[config.mk]
export PLATFORM = sky130hd
export DESIGN_NAME = masked_byte_pattern_scanner_unit
export DESIGN_NICKNAME = d
export VERILOG_FILES = /design/src/rtl/mbps_pkg.sv /design/src/rtl/mbps_cfg.sv /design/src/rtl/mbps_match.sv /design/src/rtl/masked_byte_pattern_scanner_unit.sv
export SDC_FILE = /design/constraint.sdc
export NUM_CORES = 2
export LEC_CHECK = 0
export BUFFER_PORTS_ARGS = -buffer_cell sky130_fd_sc_hd__buf_2
export CORE_MARGIN = 2
export CORE_UTILIZATION = 54
export CTS_CLUSTER_SIZE = 25
export DETAILED_ROUTE_END_ITERATION = 6
export PLACE_DENSITY_LB_ADDON = 0.3
export RECOVER_POWER = 100
export SLEW_MARGIN = 20
export SYNTH_ARGS = -nofsm -noshare
export SYNTH_HDL_FRONTEND = slang
export SYNTH_SLANG_ARGS = --single-unit
[constraint.sdc]
create_clock -name clk -period 16.4 [get_ports clk]
set_input_delay 1.64 -clock clk [delete_from_list [all_inputs] [get_ports clk]]
set_output_delay 1.64 -clock clk [all_outputs]
set_load 0.005 [all_outputs]
[src/rtl/mbps_pkg.sv]
`default_nettype none
package mbps_pkg;

  localparam int PATTERN_MAX = 32;
  localparam int COUNT_BITS  = 16;
  localparam int PAT_BYTES   = 32;
  localparam int ADDR_W      = 48;
  localparam int LEN_W       = 6;
  localparam int SKIP_W      = 5;
  localparam int LIMIT_W     = 16;
  localparam int CMP_W       = (COUNT_BITS > LIMIT_W) ? COUNT_BITS : LIMIT_W;
  localparam int CFG_AW      = 6;
  localparam int CFG_DW      = 64;

  localparam logic [2:0] REG_PAT0  = 3'd0;
  localparam logic [2:0] REG_PAT1  = 3'd1;
  localparam logic [2:0] REG_PAT2  = 3'd2;
  localparam logic [2:0] REG_PAT3  = 3'd3;
  localparam logic [2:0] REG_MASK  = 3'd4;
  localparam logic [2:0] REG_LEN   = 3'd5;
  localparam logic [2:0] REG_LIMIT = 3'd6;

  typedef struct packed {
    logic [PATTERN_MAX-1:0]   need;
    logic [PATTERN_MAX*8-1:0] pat;
    logic                     len_ok;
    logic [LEN_W-1:0]         len;
    logic [LEN_W-1:0]         len_m1;
    logic [LIMIT_W-1:0]       limit;
  } cfg_t;

  typedef struct packed {
    logic [7:0]        data_byte;
    logic [ADDR_W-1:0] byte_addr;
    logic              region_first;
    logic              search_start;
  } item_t;

endpackage
`default_nettype wire

[src/rtl/mbps_cfg.sv]
`default_nettype none
module mbps_cfg (
  input  wire logic                           clk,
  input  wire logic                           rst_n,
  input  wire logic                           cfg_psel,
  input  wire logic                           cfg_penable,
  input  wire logic                           cfg_pwrite,
  input  wire logic [mbps_pkg::CFG_AW-1:0]    cfg_paddr,
  input  wire logic [mbps_pkg::CFG_DW-1:0]    cfg_pwdata,
  output logic      [mbps_pkg::CFG_DW-1:0]    cfg_prdata,
  output logic                                cfg_pready,
  output mbps_pkg::cfg_t                      cfg_o
);

  logic [63:0]                        pat_word_r [4];
  logic [31:0]                        mask_r;
  logic [mbps_pkg::LEN_W-1:0]         len_r;
  logic [mbps_pkg::LIMIT_W-1:0]       limit_r;
  mbps_pkg::cfg_t                     cfg_r;
  mbps_pkg::cfg_t                     cfg_nxt;
  logic [2:0]                         reg_idx;
  logic                               wr_en;
  logic [7:0]                         pbyte [mbps_pkg::PAT_BYTES];

  assign reg_idx    = cfg_paddr[5:3];
  assign wr_en      = cfg_psel && cfg_penable && cfg_pwrite && cfg_pready;
  assign cfg_pready = 1'b1;
  assign cfg_o      = cfg_r;

  always_ff @(posedge clk) begin
    if (!rst_n) begin
      for (int w = 0; w < 4; w++) pat_word_r[w] <= '0;
      mask_r  <= '0;
      len_r   <= '0;
      limit_r <= mbps_pkg::LIMIT_W'(3);
    end else if (wr_en) begin
      unique case (reg_idx)
        mbps_pkg::REG_PAT0:  pat_word_r[0] <= cfg_pwdata;
        mbps_pkg::REG_PAT1:  pat_word_r[1] <= cfg_pwdata;
        mbps_pkg::REG_PAT2:  pat_word_r[2] <= cfg_pwdata;
        mbps_pkg::REG_PAT3:  pat_word_r[3] <= cfg_pwdata;
        mbps_pkg::REG_MASK:  mask_r  <= cfg_pwdata[31:0];
        mbps_pkg::REG_LEN:   len_r   <= cfg_pwdata[mbps_pkg::LEN_W-1:0];
        mbps_pkg::REG_LIMIT: limit_r <= cfg_pwdata[mbps_pkg::LIMIT_W-1:0];
        default: ;
      endcase
    end
  end

  always_comb begin
    unique case (reg_idx)
      mbps_pkg::REG_PAT0:  cfg_prdata = pat_word_r[0];
      mbps_pkg::REG_PAT1:  cfg_prdata = pat_word_r[1];
      mbps_pkg::REG_PAT2:  cfg_prdata = pat_word_r[2];
      mbps_pkg::REG_PAT3:  cfg_prdata = pat_word_r[3];
      mbps_pkg::REG_MASK:  cfg_prdata = {32'd0, mask_r};
      mbps_pkg::REG_LEN:   cfg_prdata = {{(64-mbps_pkg::LEN_W){1'b0}}, len_r};
      mbps_pkg::REG_LIMIT: cfg_prdata = {{(64-mbps_pkg::LIMIT_W){1'b0}}, limit_r};
      default:             cfg_prdata = '0;
    endcase
  end

  // align pattern to window positions: window byte i faces pattern byte len-1-i
  always_comb begin
    logic [mbps_pkg::LEN_W-1:0] idx;
    for (int k = 0; k < mbps_pkg::PAT_BYTES; k++) begin
      pbyte[k] = pat_word_r[k/8][(k%8)*8 +: 8];
    end
    cfg_nxt        = '0;
    cfg_nxt.len    = len_r;
    cfg_nxt.len_m1 = len_r - mbps_pkg::LEN_W'(1);
    cfg_nxt.len_ok = (len_r != '0) && (len_r <= mbps_pkg::LEN_W'(mbps_pkg::PATTERN_MAX));
    cfg_nxt.limit  = (limit_r == '0) ? mbps_pkg::LIMIT_W'(1) : limit_r;
    for (int i = 0; i < mbps_pkg::PATTERN_MAX; i++) begin
      idx = len_r - mbps_pkg::LEN_W'(1) - mbps_pkg::LEN_W'(i);
      cfg_nxt.need[i]      = (mbps_pkg::LEN_W'(i) < len_r) && !mask_r[idx[4:0]];
      cfg_nxt.pat[i*8 +: 8] = pbyte[idx[4:0]];
    end
  end

  always_ff @(posedge clk) begin
    if (!rst_n) begin
      cfg_r <= '0;
    end else begin
      cfg_r <= cfg_nxt;
    end
  end

endmodule
`default_nettype wire

[src/rtl/mbps_match.sv]
`default_nettype none
module mbps_match (
  input  wire logic                         clk,
  input  wire logic                         rst_n,
  input  wire logic                         load,
  input  wire mbps_pkg::item_t              item,
  input  wire mbps_pkg::cfg_t               cfg,
  output logic                              hit_o,
  output logic [mbps_pkg::ADDR_W-1:0]       hit_addr_o,
  output logic [15:0]                       count_o,
  output logic [mbps_pkg::ADDR_W-1:0]       first_addr_o,
  output logic                              first_found_o,
  output logic                              limit_o
);

  logic [7:0]                        win_r [mbps_pkg::PATTERN_MAX];
  logic [7:0]                        win_nxt [mbps_pkg::PATTERN_MAX];
  logic [mbps_pkg::LEN_W-1:0]        fill_r, fill_nxt, fill_base;
  logic [mbps_pkg::SKIP_W-1:0]       skip_r, skip_nxt, skip_base;
  logic [mbps_pkg::COUNT_BITS-1:0]   tot_r, tot_nxt, tot_base;
  logic [mbps_pkg::ADDR_W-1:0]       first_r, first_nxt, first_base;
  logic                              seen_r, seen_nxt, seen_base;
  logic [mbps_pkg::PATTERN_MAX-1:0]  eq;
  logic                              hit_nxt;
  logic [mbps_pkg::ADDR_W-1:0]       hit_addr_nxt;
  logic [mbps_pkg::CMP_W-1:0]        tot_base_x, tot_nxt_x, limit_x;

  always_comb begin
    win_nxt[0] = item.data_byte;
    for (int k = 1; k < mbps_pkg::PATTERN_MAX; k++) win_nxt[k] = win_r[k-1];
    for (int i = 0; i < mbps_pkg::PATTERN_MAX; i++) begin
      eq[i] = !cfg.need[i] || (win_nxt[i] == cfg.pat[i*8 +: 8]);
    end
  end

  always_comb begin
    tot_base   = item.search_start ? '0 : tot_r;
    first_base = item.search_start ? '0 : first_r;
    seen_base  = item.search_start ? 1'b0 : seen_r;
    fill_base  = item.region_first ? '0 : fill_r;
    skip_base  = item.region_first ? '0 : skip_r;
    fill_nxt   = (fill_base == mbps_pkg::LEN_W'(mbps_pkg::PATTERN_MAX)) ?
                 fill_base : fill_base + mbps_pkg::LEN_W'(1);
    tot_base_x = mbps_pkg::CMP_W'(tot_base);
    limit_x    = mbps_pkg::CMP_W'(cfg.limit);
    hit_nxt    = (skip_base == '0) && cfg.len_ok && (fill_nxt >= cfg.len) &&
                 (tot_base_x < limit_x) && (tot_base != '1) && (&eq);
    tot_nxt      = tot_base;
    first_nxt    = first_base;
    seen_nxt     = seen_base;
    hit_addr_nxt = '0;
    if (hit_nxt) begin
      hit_addr_nxt = item.byte_addr - mbps_pkg::ADDR_W'(cfg.len_m1);
      tot_nxt      = tot_base + mbps_pkg::COUNT_BITS'(1);
      skip_nxt     = cfg.len_m1[mbps_pkg::SKIP_W-1:0];
      if (!seen_base) begin
        first_nxt = hit_addr_nxt;
        seen_nxt  = 1'b1;
      end
    end else begin
      skip_nxt = (skip_base != '0) ? skip_base - mbps_pkg::SKIP_W'(1) : skip_base;
    end
    tot_nxt_x = mbps_pkg::CMP_W'(tot_nxt);
  end

  always_ff @(posedge clk) begin
    if (!rst_n) begin
      fill_r  <= '0;
      skip_r  <= '0;
      tot_r   <= '0;
      first_r <= '0;
      seen_r  <= 1'b0;
      for (int k = 0; k < mbps_pkg::PATTERN_MAX; k++) win_r[k] <= '0;
    end else if (load) begin
      fill_r  <= fill_nxt;
      skip_r  <= skip_nxt;
      tot_r   <= tot_nxt;
      first_r <= first_nxt;
      seen_r  <= seen_nxt;
      for (int k = 0; k < mbps_pkg::PATTERN_MAX; k++) win_r[k] <= win_nxt[k];
    end
  end

  always_ff @(posedge clk) begin
    if (load) begin
      hit_o         <= hit_nxt;
      hit_addr_o    <= hit_addr_nxt;
      count_o       <= tot_nxt_x[15:0];
      first_addr_o  <= first_nxt;
      first_found_o <= seen_nxt;
      limit_o       <= (tot_nxt_x >= limit_x);
    end
  end

  a_hit_sets_first: assert property (@(posedge clk) disable iff (!rst_n)
    (load && hit_nxt) |=> seen_r)
    else $error("match without first match recorded");

  a_skip_blocks_hit: assert property (@(posedge clk) disable iff (!rst_n)
    (load && !item.region_first && skip_r != '0) |-> !hit_nxt)
    else $error("match tested during overlap skip");

  a_hit_loads_skip: assert property (@(posedge clk) disable iff (!rst_n)
    (load && hit_nxt) |=> (skip_r == $past(cfg.len_m1[mbps_pkg::SKIP_W-1:0])))
    else $error("overlap skip not loaded after match");

  a_hit_counts: assert property (@(posedge clk) disable iff (!rst_n)
    (load && hit_nxt) |=> (tot_r == $past(tot_base) + mbps_pkg::COUNT_BITS'(1)))
    else $error("match not counted");

endmodule
`default_nettype wire

[src/rtl/masked_byte_pattern_scanner_unit.sv]
`default_nettype none
// channel | dir | handshake             | payload
// in_     | in  | in_tvalid/in_tready   | tdata{byte_addr,data_byte} tuser{search_start,region_first}
// out_    | out | out_tvalid/out_tready | tdata{first_match_addr,match_count,match_addr}
//         |     |                       | tuser{limit_reached,first_found,match_here}
// cfg_    | in  | APB psel/penable      | 64-bit registers at 8*index
//
// One byte per cycle sustained while out_tready is high; each byte passes the input register, then the result register.
// The window compare is a single registered pass: input register, compare, result register.
// Synchronous active-low reset clears window fill, skip, counters and valid flags.
// A stalled output holds its result; the input register keeps taking bytes while it has room.
module masked_byte_pattern_scanner_unit (
  input  wire logic                        clk,
  input  wire logic                        rst_n,
  input  wire logic                        in_tvalid,
  output logic                             in_tready,
  input  wire logic [55:0]                 in_tdata,   // data_byte[7:0], byte_addr[55:8]
  input  wire logic [1:0]                  in_tuser,   // region_first[0], search_start[1]
  output logic                             out_tvalid,
  input  wire logic                        out_tready,
  output logic [111:0]                     out_tdata,  // match_addr[47:0], match_count[63:48],
                                                       // first_match_addr[111:64]
  output logic [2:0]                       out_tuser,  // match_here[0], first_found[1],
                                                       // limit_reached[2]
  input  wire logic                        cfg_psel,
  input  wire logic                        cfg_penable,
  input  wire logic                        cfg_pwrite,
  input  wire logic [mbps_pkg::CFG_AW-1:0] cfg_paddr,
  input  wire logic [mbps_pkg::CFG_DW-1:0] cfg_pwdata,
  output logic      [mbps_pkg::CFG_DW-1:0] cfg_prdata,
  output logic                             cfg_pready
);

  mbps_pkg::cfg_t                   cfg;
  mbps_pkg::item_t                  item_r;
  logic                             s1_v_r;
  logic                             out_v_r;
  logic                             load;
  logic                             hit;
  logic [mbps_pkg::ADDR_W-1:0]      hit_addr;
  logic [15:0]                      count;
  logic [mbps_pkg::ADDR_W-1:0]      first_addr;
  logic                             first_found;
  logic                             limit_hit;

  assign load       = s1_v_r && (!out_v_r || out_tready);
  assign in_tready  = !s1_v_r || load;
  assign out_tvalid = out_v_r;
  assign out_tdata  = {first_addr, count, hit_addr};
  assign out_tuser  = {limit_hit, first_found, hit};

  always_ff @(posedge clk) begin
    if (!rst_n) begin
      s1_v_r  <= 1'b0;
      out_v_r <= 1'b0;
    end else begin
      if (in_tready) s1_v_r <= in_tvalid;
      if (load) begin
        out_v_r <= 1'b1;
      end else if (out_tready) begin
        out_v_r <= 1'b0;
      end
    end
  end

  always_ff @(posedge clk) begin
    if (in_tvalid && in_tready) begin
      item_r.data_byte    <= in_tdata[7:0];
      item_r.byte_addr    <= in_tdata[55:8];
      item_r.region_first <= in_tuser[0];
      item_r.search_start <= in_tuser[1];
    end
  end

  mbps_cfg u_cfg (
    .clk         (clk),
    .rst_n       (rst_n),
    .cfg_psel    (cfg_psel),
    .cfg_penable (cfg_penable),
    .cfg_pwrite  (cfg_pwrite),
    .cfg_paddr   (cfg_paddr),
    .cfg_pwdata  (cfg_pwdata),
    .cfg_prdata  (cfg_prdata),
    .cfg_pready  (cfg_pready),
    .cfg_o       (cfg)
  );

  mbps_match u_match (
    .clk           (clk),
    .rst_n         (rst_n),
    .load          (load),
    .item          (item_r),
    .cfg           (cfg),
    .hit_o         (hit),
    .hit_addr_o    (hit_addr),
    .count_o       (count),
    .first_addr_o  (first_addr),
    .first_found_o (first_found),
    .limit_o       (limit_hit)
  );

  a_no_drop: assert property (@(posedge clk) disable iff (!rst_n)
    (s1_v_r && !load) |=> s1_v_r)
    else $error("pending byte dropped");

  a_out_holds: assert property (@(posedge clk) disable iff (!rst_n)
    (out_v_r && !out_tready) |=> out_v_r)
    else $error("stalled result dropped");

  a_load_sets_valid: assert property (@(posedge clk) disable iff (!rst_n)
    load |=> out_v_r)
    else $error("result register loaded without valid");

endmodule
`default_nettype wire
==> out/results.ini <==
[grt]
overflow = 0
antenna_found_initial = 35
grt_pass1_vias = 42430
grt_usage_pct = 37.7
grt_pass1_wl_um = 311000
grt_max_degree = 180

[clock_network]
cts_hold_buffers = 0
cts_setup_buffers = 0
numCtsBuffers = 117
cts.sinks = 1126
htreeDepth = 3
path_clk_slew_ps = 60
clock_latency_ps = 770
root_buffer = clkbuf_16
cts_tree = built
post_cts_resized = 0
cts_max_path_buffers = 3

[run_status]
violations = capacitance limit, slew limit
status = finished, violations left

[power]
p_int_mw = 5.08
p_leak_nw = 25.7
p_clk_share_pct = 39.3
swShare_pct = 28.2
switchingPower_mw = 1.99
seqPwrFrac_pct = 47.2
p_per_area_nw_per_um2 = 104
ir_drop_mv = 0.100
comb_power_share_pct = 13.5
total_power_mw = 7.07

[sta]
final_max_slew_viol_count = 1793
setup_viol = 0
tightestPinTransition_ps = 5490
hold_viol_final = 0
final.setup.tns_ps = 0
fin_skew_ps = 68.4
fmax_mhz = 90.6
finalCriticalPeriod_ps = 11030
max_slew_margin_pct = -266
period_share_pct = 67.3
grt_setup_unrepaired = no

[floorplan]
core_area_um2 = 112000
fp.dieH_um = 341
rows = 123
die_w_um = 341
die_area_um2 = 116000
initial_core_util_pct = 54.4
top_level_ports = 317

[placement]
gp_congestion = 1.03
dp_hpwl_um = 166000
portBuffers = 312
placed_cell_area_um2 = 64000

[final_layout]
final_cell_area_um2 = 67800
layout_commonest_cell = edfxtp_1
layout_common_cells = edfxtp_1 (677), mux2i_1 (595), nand2_1 (568)
fin_nets = 5732
drive_gt1_share_pct = 14.5
syn2layout_area_growth_pct = 10.8

[drt]
routed_wl_um = 223000
drc = 0
vias = 46512
drt_first_pass_iters = 6
drtAntennaViolNets = 0
wl_met1_um = 85900
wl_met2_um = 95900
vias_per_cell = 6.51
wl_met3_um = 27000
drtIter0Drc = 7052
top_layer = met5
wire_per_inst_um = 31.2

[synth]
ys_warn_count = 0
synth_enable_flop_cells = 677
synth_cells = 5403
synth_area_per_cell_um2 = 11.3
dominantRegCellSynth = edfxtp_1
synth.top_cells.by_area = edfxtp_1 (33%), dfxtp_1 (15%), mux4_2 (11%), mux2i_1 (9.7%), xnor2_1 (4.5%)
synth.distinct_cells = 70
synth.ff_latch_count = 1126
yosysSeqAreaShare_pct = 47.9
yosys.area.top_type_share_pct = 33.2
mappedNetlistArea_um2 = 61200
yosys.area.top_type = edfxtp_1
synth_nets = 5605
async_reset_ff_share_pct = 0

[setup_path]
reg2reg_from = u_cfg.len_r[0]
crit_fanout = 118
cp-end-kind = flip-flop
crit_path_start = rst_n
arrival_ps = 10910
required_ps = 16280
critPathLaunchType = input pin
crit_type = input pin to flip-flop

[min_path]
hp-start = u_match.first_r[42]
worstHoldPathType = flip-flop to flip-flop

[job]
drv_cap = 31

## cell families (layout without fill, tap and decap cells)
kind of cell / count (synthesis) / count (layout) / synth area share [%]
buffers and inverters: 463 / 695 / 2.97
AOI/OAI and AO/OA: 647 / 647 / 6.53
adders and majority gates: 67 / 67 / 1.38
and+or+nand+nor: 1807 / 1807 / 14.4
muxes: 953 / 953 / 21.8
xor gates and xnor gates: 339 / 339 / 4.95
other: 1 / 16 / 0.00613
DFF: 1126 / 1126 / 47.9
## registers in the layout, summed over array words and instances (netlist names), 5 cells and up
signal and count:
u_match.tot_r 16, u_cfg.pat_word_r 256, u_match.skip_r 5, u_cfg.len_r 6, u_cfg.cfg_o 317, item_r 58, u_match.count_o 16, u_match.win_r 248
u_match.fill_r 6, u_cfg.limit_r 16, u_match.first_r 48, u_match.hit_addr_o 48, u_cfg.mask_r 32, u_match.first_addr_o 48
## path summary, 6_finish.rpt
path	endpoint	slack, ps	depth (start not counted)
setup / recovery	u_cfg.pat_word_r[0][49]	5370	3
hold / removal	u_match.first_r[42]	460	1
setup reg to reg	u_cfg.cfg_o[182]	6090	11
hold reg to reg	u_match.first_r[42]	460	1
## power by group through the flow
stage	clock network, mW	registers [mW]	logic, mW
after global placement	0	3.37	0.906
after detailed placement	0	3.38	0.916
after CTS	2.79	3.32	0.921
after global routing	2.89	3.35	0.984
after floorplan	0	3.33	0.547
final	2.78	3.34	0.953
## metrics by stage
| stage | utilization [%] | worst slack (ps) | std cells | hold WS [ps] |
|---|---|---|---|---|
| global placement | 56.9 | 10110 | 6910 | 434 |
| floorplan | - | 7840 | 5403 | 426 |
| finish | 60.2 | 5370 | 7150 | 459 |
| CTS | 60.5 | 10000 | 7134 | 459 |
| detailed placement | 56.9 | 10040 | 6910 | 445 |
| global route | 60.2 | 4670 | 7144 | 479 |
## final cells by class
| type | count | area, um2 |
|---|---|---|
| Tap cell | 1500 | 1880 |
| Timing Repair Buffer | 387 | 1930 |
| Multi-Input combinational cell | 3814 | 30300 |
| Fill cell | 9175 | 44700 |
| Inverter | 84 | 324 |
| Antenna cell | 15 | 37.5 |
| Clock buffer | 143 | 3100 |
| Sequential cell | 1126 | 29300 |
| Clock inverter | 81 | 922 |
## synth_stat cells (all sizes together) (6+ instances only)
| cell type | n |
|---|---|
| a22oi | 92 |
| o21ai | 186 |
| nand3 | 58 |
| a2111oi | 6 |
| a31oi | 18 |
| a211oi | 7 |
| nor4 | 11 |
| nor2 | 410 |
| xnor2 | 320 |
| a311oi | 6 |
| nor3 | 25 |
| nand4 | 97 |
| or4 | 15 |
| buf | 115 |
| nor2b | 33 |
| a221o | 16 |
| o2bb2ai | 30 |
| or3 | 23 |
| nand2 | 568 |
| mux4 | 298 |
| mux2i | 595 |
| o22ai | 32 |
| clkbuf | 264 |
| dfxtp | 449 |
| edfxtp | 677 |
| o311ai | 12 |
| xor2 | 19 |
| nand2b | 12 |
| nor3b | 10 |
| a21o | 16 |
| mux2 | 60 |
| and3 | 160 |
| a21oi | 193 |
| ha | 66 |
| inv | 80 |
| and2 | 372 |
## metal layers
metal	track usage (%)	up-vias
li1	-	20036
met1	51.6	22906
met2	55.4	3054
met3	9.94	492
met4	19.6	24
met5	0	-
## worst max-delay path, stage by stage
cell      delay, ps
clkbuf_1       3740
o21ai_0        3430
clkbuf_1       1870
No activity file was read; power rests on OpenSTA's default activity.
